File: config.mk
export PLATFORM = sky130hd
export DESIGN_NAME = key_value_table
export DESIGN_NICKNAME = d
export VERILOG_FILES = /design/src/hdl/kvt_pkg.sv /design/src/hdl/kvt_ram.sv /design/src/hdl/key_value_table.sv
export SDC_FILE = /design/constraint.sdc
export NUM_CORES = 1
export LEC_CHECK = 0
export BUFFER_PORTS_ARGS = -buffer_cell sky130_fd_sc_hd__buf_2
export CORE_MARGIN = 8
export CORE_UTILIZATION = 40
export CTS_CLUSTER_SIZE = 28
export DETAILED_ROUTE_END_ITERATION = 10
export GPL_TIMING_DRIVEN = 0
export SLEW_MARGIN = 20
export SYNTH_ARGS = -nofsm -noshare
export SYNTH_HDL_FRONTEND = slang
export SYNTH_SLANG_ARGS = --single-unit
File: constraint.sdc
create_clock -name clock -period 6.5 [get_ports clock]
set_input_delay 0.65 -clock clock [delete_from_list [all_inputs] [get_ports clock]]
set_output_delay 0.65 -clock clock [all_outputs]
set_load 0.02 [all_outputs]
File: src/hdl/kvt_pkg.sv
// Shared types and constants for the key/value table.
package kvt_pkg;

   localparam int OPCODE_WIDTH = 2;
   localparam int STATUS_WIDTH = 2;
   localparam int FIELD_WIDTH  = 32;
   localparam int REQ_BITS     = OPCODE_WIDTH + 2 * FIELD_WIDTH;
   localparam int REQ_TDATA_WIDTH = ((REQ_BITS + 7) / 8) * 8;
   localparam int RSP_BITS     = STATUS_WIDTH + FIELD_WIDTH;
   localparam int RSP_TDATA_WIDTH = ((RSP_BITS + 7) / 8) * 8;

   typedef enum logic [OPCODE_WIDTH-1:0] {
      OP_SET    = 2'd0,
      OP_GET    = 2'd1,
      OP_REMOVE = 2'd2
   } opcode_type;

   typedef enum logic [STATUS_WIDTH-1:0] {
      ST_OK      = 2'd0,
      ST_MISSING = 2'd1,
      ST_FULL    = 2'd2
   } status_type;

endpackage

File: src/hdl/kvt_ram.sv
// Simple dual-port slot memory with a registered read.
module kvt_ram
   import kvt_pkg::*;
#(
   parameter int DEPTH = 16,
   parameter int WIDTH = 64
) (
   input  logic                     clock,
   input  logic                     wr_en,
   input  logic [$clog2(DEPTH)-1:0] wr_addr,
   input  logic [WIDTH-1:0]         wr_data,
   input  logic                     rd_en,
   input  logic [$clog2(DEPTH)-1:0] rd_addr,
   output logic [WIDTH-1:0]         rd_data
);

   logic [WIDTH-1:0] mem [DEPTH];
   logic [WIDTH-1:0] rd_data_ff;

   always_ff @(posedge clock) begin
      if (wr_en) begin
         mem[wr_addr] <= wr_data;
      end
      if (rd_en) begin
         rd_data_ff <= mem[rd_addr];
      end
   end

   assign rd_data = rd_data_ff;

endmodule

File: src/hdl/key_value_table.sv
// A bounded table of unique key/value pairs with set, get and remove requests. Keys and
// values sit in one slot memory with a single read port; valid marks are flip-flops cleared
// by reset. Each request scans the slots one read a cycle, stopping at a key match, and
// then takes a write step that updates the table and the result, so the block works on
// one request at a time. A set of a new key goes to the lowest free slot; a full table
// reports status 2.
module key_value_table
   import kvt_pkg::*;
#(
   parameter int ENTRIES     = 16,
   parameter int KEY_WIDTH   = 32,
   parameter int VALUE_WIDTH = 32
) (
   input  logic                       clock,
   input  logic                       reset,
   input  logic                       req_tvalid,
   output logic                       req_tready,
   // opcode [1:0], lookup_key [33:2], write_value [65:34], zero pad above
   input  logic [REQ_TDATA_WIDTH-1:0] req_tdata,
   output logic                       rsp_tvalid,
   input  logic                       rsp_tready,
   // status [1:0], read_value [33:2], zero pad above
   output logic [RSP_TDATA_WIDTH-1:0] rsp_tdata
);

   localparam int IDX_W = $clog2(ENTRIES);
   localparam int CNT_W = $clog2(ENTRIES + 1);
   localparam int MEM_W = KEY_WIDTH + VALUE_WIDTH;

   typedef enum logic [1:0] {
      S_IDLE,
      S_SCAN,
      S_WRITE
   } state_type;

   state_type              state_ff, state_in;
   logic [ENTRIES-1:0]     slot_valid_ff, slot_valid_in;
   opcode_type             op_ff, op_in;
   logic [KEY_WIDTH-1:0]   key_ff, key_in;
   logic [VALUE_WIDTH-1:0] val_ff, val_in;
   logic [CNT_W-1:0]       issue_cnt_ff, issue_cnt_in;
   logic                   pend_ff, pend_in;
   logic                   pend_live_ff, pend_live_in;
   logic                   pend_last_ff, pend_last_in;
   logic [IDX_W-1:0]       pend_idx_ff, pend_idx_in;
   logic                   hit_ff, hit_in;
   logic [IDX_W-1:0]       hit_idx_ff, hit_idx_in;
   logic [VALUE_WIDTH-1:0] hit_val_ff, hit_val_in;
   logic                   free_found_ff, free_found_in;
   logic [IDX_W-1:0]       free_idx_ff, free_idx_in;
   logic                   rsp_valid_ff, rsp_valid_in;
   status_type             rsp_status_ff, rsp_status_in;
   logic [FIELD_WIDTH-1:0] rsp_value_ff, rsp_value_in;

   logic                   ram_wr_en;
   logic [IDX_W-1:0]       ram_wr_addr;
   logic [MEM_W-1:0]       ram_wr_data;
   logic                   ram_rd_en;
   logic [IDX_W-1:0]       ram_rd_addr;
   logic [MEM_W-1:0]       ram_rd_data;
   logic [KEY_WIDTH-1:0]   rd_key;
   logic [VALUE_WIDTH-1:0] rd_val;

   assign rd_key      = ram_rd_data[KEY_WIDTH-1:0];
   assign rd_val      = ram_rd_data[MEM_W-1:KEY_WIDTH];
   assign ram_rd_addr = issue_cnt_ff[IDX_W-1:0];

   // Reads happen only in the scan and writes only after it, so no access overlaps.
   kvt_ram #(
      .DEPTH (ENTRIES),
      .WIDTH (MEM_W)
   ) u_slots (
      .clock   (clock),
      .wr_en   (ram_wr_en),
      .wr_addr (ram_wr_addr),
      .wr_data (ram_wr_data),
      .rd_en   (ram_rd_en),
      .rd_addr (ram_rd_addr),
      .rd_data (ram_rd_data)
   );

   always_comb begin
      state_in      = state_ff;
      slot_valid_in = slot_valid_ff;
      op_in         = op_ff;
      key_in        = key_ff;
      val_in        = val_ff;
      issue_cnt_in  = issue_cnt_ff;
      pend_in       = pend_ff;
      pend_live_in  = pend_live_ff;
      pend_last_in  = pend_last_ff;
      pend_idx_in   = pend_idx_ff;
      hit_in        = hit_ff;
      hit_idx_in    = hit_idx_ff;
      hit_val_in    = hit_val_ff;
      free_found_in = free_found_ff;
      free_idx_in   = free_idx_ff;
      rsp_valid_in  = rsp_valid_ff && !rsp_tready;
      rsp_status_in = rsp_status_ff;
      rsp_value_in  = rsp_value_ff;
      ram_wr_en     = 1'b0;
      ram_wr_addr   = hit_idx_ff;
      ram_wr_data   = {val_ff, key_ff};
      ram_rd_en     = 1'b0;

      unique case (state_ff)
         S_IDLE: begin
            if (req_tvalid) begin
               op_in         = opcode_type'(req_tdata[OPCODE_WIDTH-1:0]);
               key_in        = KEY_WIDTH'(req_tdata[OPCODE_WIDTH +: FIELD_WIDTH]);
               val_in        = VALUE_WIDTH'(req_tdata[OPCODE_WIDTH+FIELD_WIDTH +: FIELD_WIDTH]);
               issue_cnt_in  = '0;
               pend_in       = 1'b0;
               hit_in        = 1'b0;
               free_found_in = 1'b0;
               state_in      = S_SCAN;
            end
         end
         S_SCAN: begin
            // Issue one slot read per cycle; note the first free slot on the way.
            if (issue_cnt_ff < CNT_W'(ENTRIES)) begin
               ram_rd_en    = 1'b1;
               pend_in      = 1'b1;
               pend_idx_in  = issue_cnt_ff[IDX_W-1:0];
               pend_live_in = slot_valid_ff[issue_cnt_ff[IDX_W-1:0]];
               pend_last_in = (issue_cnt_ff == CNT_W'(ENTRIES - 1));
               issue_cnt_in = issue_cnt_ff + CNT_W'(1);
               if (!slot_valid_ff[issue_cnt_ff[IDX_W-1:0]] && !free_found_ff) begin
                  free_found_in = 1'b1;
                  free_idx_in   = issue_cnt_ff[IDX_W-1:0];
               end
            end else begin
               pend_in = 1'b0;
            end
            // Compare the slot read in the previous cycle.
            if (pend_ff) begin
               if (pend_live_ff && (rd_key == key_ff)) begin
                  hit_in     = 1'b1;
                  hit_idx_in = pend_idx_ff;
                  hit_val_in = rd_val;
                  state_in   = S_WRITE;
               end else if (pend_last_ff) begin
                  state_in = S_WRITE;
               end
            end
         end
         S_WRITE: begin
            // Hold until the result register is free.
            if (!rsp_valid_ff || rsp_tready) begin
               rsp_valid_in  = 1'b1;
               rsp_status_in = ST_MISSING;
               rsp_value_in  = '0;
               state_in      = S_IDLE;
               unique case (op_ff)
                  OP_SET: begin
                     if (hit_ff) begin
                        ram_wr_en     = 1'b1;
                        rsp_status_in = ST_OK;
                     end else if (free_found_ff) begin
                        ram_wr_en                  = 1'b1;
                        ram_wr_addr                = free_idx_ff;
                        slot_valid_in[free_idx_ff] = 1'b1;
                        rsp_status_in              = ST_OK;
                     end else begin
                        rsp_status_in = ST_FULL;
                     end
                  end
                  OP_GET: begin
                     if (hit_ff) begin
                        rsp_status_in = ST_OK;
                        rsp_value_in  = FIELD_WIDTH'(hit_val_ff);
                     end
                  end
                  OP_REMOVE: begin
                     if (hit_ff) begin
                        slot_valid_in[hit_idx_ff] = 1'b0;
                        rsp_status_in             = ST_OK;
                     end
                  end
                  default: begin
                     rsp_status_in = ST_MISSING;
                  end
               endcase
            end
         end
         default: begin
            state_in = S_IDLE;
         end
      endcase
   end

   always_ff @(posedge clock) begin
      if (reset) begin
         state_ff      <= S_IDLE;
         slot_valid_ff <= '0;
         pend_ff       <= 1'b0;
         hit_ff        <= 1'b0;
         free_found_ff <= 1'b0;
         rsp_valid_ff  <= 1'b0;
      end else begin
         state_ff      <= state_in;
         slot_valid_ff <= slot_valid_in;
         pend_ff       <= pend_in;
         hit_ff        <= hit_in;
         free_found_ff <= free_found_in;
         rsp_valid_ff  <= rsp_valid_in;
      end
      op_ff         <= op_in;
      key_ff        <= key_in;
      val_ff        <= val_in;
      issue_cnt_ff  <= issue_cnt_in;
      pend_live_ff  <= pend_live_in;
      pend_last_ff  <= pend_last_in;
      pend_idx_ff   <= pend_idx_in;
      hit_idx_ff    <= hit_idx_in;
      hit_val_ff    <= hit_val_in;
      free_idx_ff   <= free_idx_in;
      rsp_status_ff <= rsp_status_in;
      rsp_value_ff  <= rsp_value_in;
   end

   assign req_tready = (state_ff == S_IDLE);
   assign rsp_tvalid = rsp_valid_ff;
   assign rsp_tdata  = RSP_TDATA_WIDTH'({rsp_value_ff, rsp_status_ff});

`ifndef SYNTHESIS
   // One request in flight: an accepted request drops ready, so the next one is blocked.
   a_one_in_flight: assert property (@(posedge clock) disable iff (reset)
      (req_tvalid && req_tready) |=> !req_tready)
      else $error("request accepted while another is in flight");

   // A hit always points at a live slot.
   a_hit_live: assert property (@(posedge clock) disable iff (reset)
      (state_ff == S_WRITE && hit_ff) |-> slot_valid_ff[hit_idx_ff])
      else $error("hit on a slot that is not valid");

   // A pending result that is not taken keeps the write step waiting.
   a_no_overwrite: assert property (@(posedge clock) disable iff (reset)
      (state_ff == S_WRITE && rsp_valid_ff && !rsp_tready) |=> (state_ff == S_WRITE))
      else $error("result register overwritten");

   // An insert marks the chosen free slot valid.
   a_insert_marks: assert property (@(posedge clock) disable iff (reset)
      (state_ff == S_WRITE && (!rsp_valid_ff || rsp_tready) && op_ff == OP_SET
       && !hit_ff && free_found_ff) |=> slot_valid_ff[$past(free_idx_ff)])
      else $error("insert did not mark its slot valid");
`endif

endmodule
-- After elaboration in Yosys (flattened, before gate mapping)
Memories as Yosys holds them, arrays and structs flattened. A register that Yosys moved wholly into a read port is not among the register bits.
Index checks and enable logic that the tools add are counted.
- bits in registers: 173
- memory bits (writable): 1024
- input port bits: 76
- output and inout port bits: 42
- memories kept: 1
- memories (name ; words ; width ; read ports ; clocked after Yosys merged registers in ; wr ports ; RTL line ; RTL):
    u_slots.mem ; 16 ; 64 ; 1 ; 1 ; 1 ; kvt_ram.sv:17 ; logic [WIDTH-1:0] mem [DEPTH];
- add/sub/neg operators: 1
- order comparisons: 6
- eq/ne operators: 16
- mux-type cells: 47
- bitwise logic cells: 3
- reductions and logical operators: 27
- operators by type and width (operator ; count):
    2-to-1 mux 16 bit ; 3
    == test 32 bit ; 1
    one-hot mux 16 bit (2 select lines) ; 1
    2-to-1 mux 1 bit ; 20
    2-to-1 mux 4 bit ; 5
    != test 2 bit (second input constant) ; 9
    AND 16 bit ; 1
    inverter 16 bit ; 1
    OR 16 bit ; 1
    less-than comparator 4 x 5 -> 1 bit (second input constant) ; 3
    2-to-1 mux 2 bit ; 7
    AND reduction 4 bit ; 3
    2-to-1 mux 5 bit ; 2
    one-hot mux 5 bit (2 select lines) ; 1
    AND reduction 2 bit ; 5
    AND reduction 3 bit ; 3
    demux 1 bit (select 4 bit) ; 2
    greater-or-equal comparator 4 x 1 -> 1 bit (second input constant) ; 2
    one-hot mux 1 bit (2 select lines) ; 3
    one-hot mux 2 bit (3 select lines) ; 1
    AND reduction 6 bit ; 1
    adder 5 x 1 -> 5 bit (second input constant) ; 1
    == test 5 x 4 -> 1 bit (second input constant) ; 1
    logical AND 1 bit ; 5
    11 further kinds ; 18

-- Logic depth before layout (Yosys ltp)
- depth after elaboration: 8
- depth in mapped cells: 7
- depth with buffers taken out: 7

-- Cells and area by module
A second synthesis with hierarchy kept.
- cell total of the unflattened synthesis: 2049
- area, all modules: 46839.9 um^2
- by module, submodules not included (module ; instances ; cells an instance ; area each (um^2) ; sequential area each (um^2)):
    kvt_ram ; 1 ; 1647 ; 40211.1 ; 32671.3
    key_value_table ; 1 ; 402 ; 6628.9 ; 4974.8

-- Worst setup path after synthesis
No wires, ideal clock.
- kind: in2reg
- start: input rsp_tready
- end: memory u_slots.mem[0][0], enable pin
- library setup time: 0.486 ns
- arrival: 5.466 ns
- setup slack: 0.548 ns
- stages: 4
- path buffers: 0
- cell sequence: nor2b_1 > nor2_1 > nand4_1 > nor2_1
- word-level cells in the longest chain between the ends: 5
- elaborated cells between the ends (all ways): 7
- those cells by class: mux (6); reduce/logical (1)
- RTL lines (element ; RTL line ; RTL):
    start: declaration ; key_value_table.sv:21 ; input logic rsp_tready,
    logical OR 1 bit (*) ; key_value_table.sv:149 ; if (!rsp_valid_ff || rsp_tready) begin
    2-to-1 mux 1 bit ; key_value_table.sv:149 ;
    2-to-1 mux 1 bit ; key_value_table.sv:106 ; unique case (state_ff)
    2-to-1 mux 1 bit ; kvt_ram.sv:21 ; if (wr_en) begin
    2-to-1 mux 1 bit (implied by the code) ; kvt_ram.sv:22 ; mem[wr_addr] <= wr_data;
    end: declaration ; kvt_ram.sv:17 ;
Every way passes the cells marked *; elsewhere a longest branch is shown, timed or not.

-- Worst setup path after layout
- start: register key_ff[0]
- end: register hit_val_ff[18], enable pin
- word-level cells in the longest chain between the ends: 3
- RTL lines (element ; RTL line ; RTL):
    start: declaration ; key_value_table.sv:39 ; logic [KEY_WIDTH-1:0] key_ff, key_in;
    start signal: assignment ; key_value_table.sv:209 ; key_ff <= key_in;
    == test 32 bit ; key_value_table.sv:137 ; if (pend_live_ff && (rd_key == key_ff)) begin
    logical AND 1 bit ; key_value_table.sv:137 ;
    AND reduction 3 bit (no source line) ; - ;
    end signal: assignment ; key_value_table.sv:216 ; hit_val_ff <= hit_val_in;
    end: declaration ; key_value_table.sv:48 ; logic [VALUE_WIDTH-1:0] hit_val_ff, hit_val_in;
Every way passes these cells.
A chain may end at the register's enable or synchronous reset.

==> key figures <==
Status
  – Status: complete, no violations

STA
  – Max Freq: 267 MHz
  – Setup ws final: 2.75 ns
  – Final setup TNS: 0 ns
  – Setup Skew: 0.0383 ns
  – Final Critical Period: 3.75 ns
  – Final hold viol count: 0
  – Pins Over Slew Limit: 0
  – Worst Max-Slew Pin Slew: 1.15 ns
  – WHS: 0.125 ns
  – Slew HR: 22.4%
  – Final worst path period share: 57.6%
  – RSZ-0062 raised after global routing: false
  – Setup violators final: 0

Pwr
  – VDD IR max: 0.000187 V
  – Flop pwr share: 54.6%
  – Pint: 13.2 mW
  – NetSw: 3.59 mW
  – Comb power frac: 6.5%
  – P per Cell Area: 306 nW/um2
  – Total power: 16.8 mW
  – Switch share: 21.4%
  – Leak Pwr: 17.2 nW
  – Clock network power share: 39.0%

Routing
  – Post-route ant nets: 0
  – Vias per cell: 5.54
  – 1st-iter DRT viols: 2295
  – First-pass DRT Iterations: 5
  – Total wire length: 112000 um
  – WL per Instance: 29.3 um
  – Vias: 21.3k
  – Detailed-route DRC error count: 0

Floorplan
  – Boundary pin count: 118
  – Die X: 359 um
  – Initial Utilization: 40.3%
  – CORE AREA: 116000 um2
  – Die Span Y: 359 um
  – Die ar.: 129000 um2
  – Core Rows: 125

GRT
  – Grt ovf: 0
  – Largest net degree at the start of global routing: 37
  – Total Routing Usage GR: 17.5%
  – First-pass GRT wire length: 161000 um
  – Initial antenna violation count: 5
  – Vias in the first global route: 22.5k

Critical path
  – Worst Setup EP: hit_val_ff[18]
  – Worst r2r src: key_ff[0]
  – CP endpoint kind: flop
  – Crit path from: key_ff[0]
  – Category of the most critical setup path: flop to flop
  – FF-to-FF End: hit_val_ff[18]
  – Worst r2r path cells: 6
  – Critical path startpoint category: flop
  – Reg2reg setup slack: 2.75 ns
  – WP data required: 6.88 ns
  – Crit-path max FO: 23
  – Arr. time, crit path: 4.13 ns

Yosys
  – Primary FF master, synth: edfxtp_1
  – Simple-gate share of the synthesized area: 1.50%
  – Multiplexer share of the synthesized area: 15.7%
  – Syn avg cell area: 24.5 um2
  – Post-Synth XOR/XNOR Area: 0.616%
  – Compound-Gate Fraction of Synth Area: 0.581%
  – Post-synthesis sequential area ratio: 80.2%
  – Async set-or-reset flop fraction in the synthesized netlist: 0%
  – Cells after Synth: 1913
  – Unique cell type count in the Yosys netlist: 40
  – Netlist Area Pre-Place: 46900 um2
  – Main combinational cell family by area after synthesis: multiplexers
  – Yosys reg bits: 1261
  – Post-synth EDFFs: 1239
  – Post-synthesis adder-cell area fraction: 0.133%
  – Yosys warns: 0

Place
  – I/O Buffers: 105
  – Pre-CTS setup slack: 2.56 ns
  – Hpwl dp: 72300 um
  – Area after DPL: 51300 um2
  – DP Cell Count: 3622
  – Final GP Congestion: 0.744

Clock network
  – CTS clk-pin slew, worst paths: 0.06 ns
  – Post-CTS Setup Repair Bufs: 0
  – H-Tree Depth: 3
  – Clock sinks: 1261
  – TritonCTS clock tree: yes
  – Post-CTS sizing: 0
  – Hold_buf cts: 0
  – CTS Buf Count: 119
  – Clock Path Buffers: 3
  – CTS root buffer: clkbuf_16
  – Clk Latency, worst-skew pair: 0.72 ns

Cells and area
  – Commonest non-fill, non-tap cell in the layout: edfxtp_1
  – Fin cells: 3835
  – Fin nets: 2300
  – Filler instances: 9345
  – Design Area, Final: 54900 um2
  – Layout cells sized above 1: 32.7%
  – Post-layout util: 47.2%
  – Commonest non-fill, non-tap cells in the layout: 1239 x edfxtp_1, 324 x mux4_2, 139 x buf_2
  – Area growth syn-to-layout: 17.0%

Min path
  – Tightest Hold Check Type: input port to flop

Run
  – Max Cap Viol: 0
-- cell type report --
class / instances / area, um2 / share of cell area (%)
flip-flops and latches: 1261 / 37600 / 68.5
inverters: 12 / 50.0 / 0.0911
plain buffers: 93 / 553 / 1.01
diodes: 1 / 2.50 / 0.00456
repair buffers: 180 / 2290 / 4.17
multi-input cells: 552 / 8840 / 16.1
clock inverters: 68 / 557 / 1.01
clock buffers: 144 / 3070 / 5.59
well taps: 1524 / 1910 / 3.47
-- power by group through the flow --
| stage | logic (mW) | clock network, mW | registers [mW] |
|---|---|---|---|
| 6_report | 1.09 | 6.54 | 9.16 |
| 5_1_grt | 1.16 | 6.97 | 9.18 |
| 4_1_cts | 1.12 | 6.68 | 9.16 |
| 3_5_place_dp | 1.11 | 0 | 9.34 |
| 3_3_place_gp | 1.08 | 0 | 9.33 |
| 2_1_floorplan | 0.754 | 0 | 9.29 |
-- logic make-up (layout without fill, tap and decap cells) --
family | after synthesis | in the layout
flops | 1261 | 1261
mux | 330 | 330
simple gates | 132 | 132
buf+inv | 105 | 497
compound gates | 46 | 46
xor+xnor | 33 | 33
fa+ha+maj | 5 | 5
other cells | 1 | 7
-- cell usage after synthesis (11+ instances only) --
library cell / count / area (um2)
edfxtp_1: 1239 / 37200
dfxtp_1: 22 / 440
nor2_1: 33 / 124
nand2_1: 19 / 71.3
xnor2_1: 29 / 254
inv_1: 12 / 45.0
clkbuf_1: 28 / 105
mux4_2: 324 / 7300
buf_6: 11 / 124
buf_4: 20 / 150
and3_1: 34 / 213
buf_2: 34 / 170
a21oi_1: 17 / 85.1
-- how the worst min path moves through the flow --
stage | startpoint | end | slack [ns] | depth (start not counted)
2_1_floorplan | pend_idx_ff[0] | hit_idx_ff[0] | 0.40 | 0
3_3_place_gp | u_slots.rd_data[59] | hit_val_ff[27] | 0.40 | 0
3_5_place_dp | pend_idx_ff[2] | hit_idx_ff[2] | 0.40 | 0
4_1_cts | req_tdata[46] | val_ff[12] | 0.08 | 1
5_1_grt | req_tdata[1] | op_ff[1] | 0.09 | 1
6_report | req_tdata[46] | val_ff[12] | 0.12 | 1
-- registers in the layout (all words and copies together) (netlist names), 4 cells and up --
name and flops:
free_idx_ff 4, u_slots.rd_data 64, key_ff 32, issue_cnt_ff 5
slot_valid_ff 16, u_slots.mem 1024, pend_idx_ff 4, val_ff 32
rsp_value_ff 32, hit_val_ff 32, hit_idx_ff 4
-- routing by layer --
metal	up-vias	global-route usage, %	routed length [um]
met3	150	2.73	7310
met4	2	4.10	2120
met5	-	0	7
li1	8785	-	-
met2	793	29.9	56800
met1	11500	23.6	46000
-- worst max-delay path: stages, from the launching register on --
cell,delay (ns)
edfxtp_1,0.61
xnor2_1,0.53
nand4_1,0.33
nor4_1,0.89
nand4_1,0.31
inv_2,0.45
buf_12,0.28
Power figures use the tool's default switching activity.
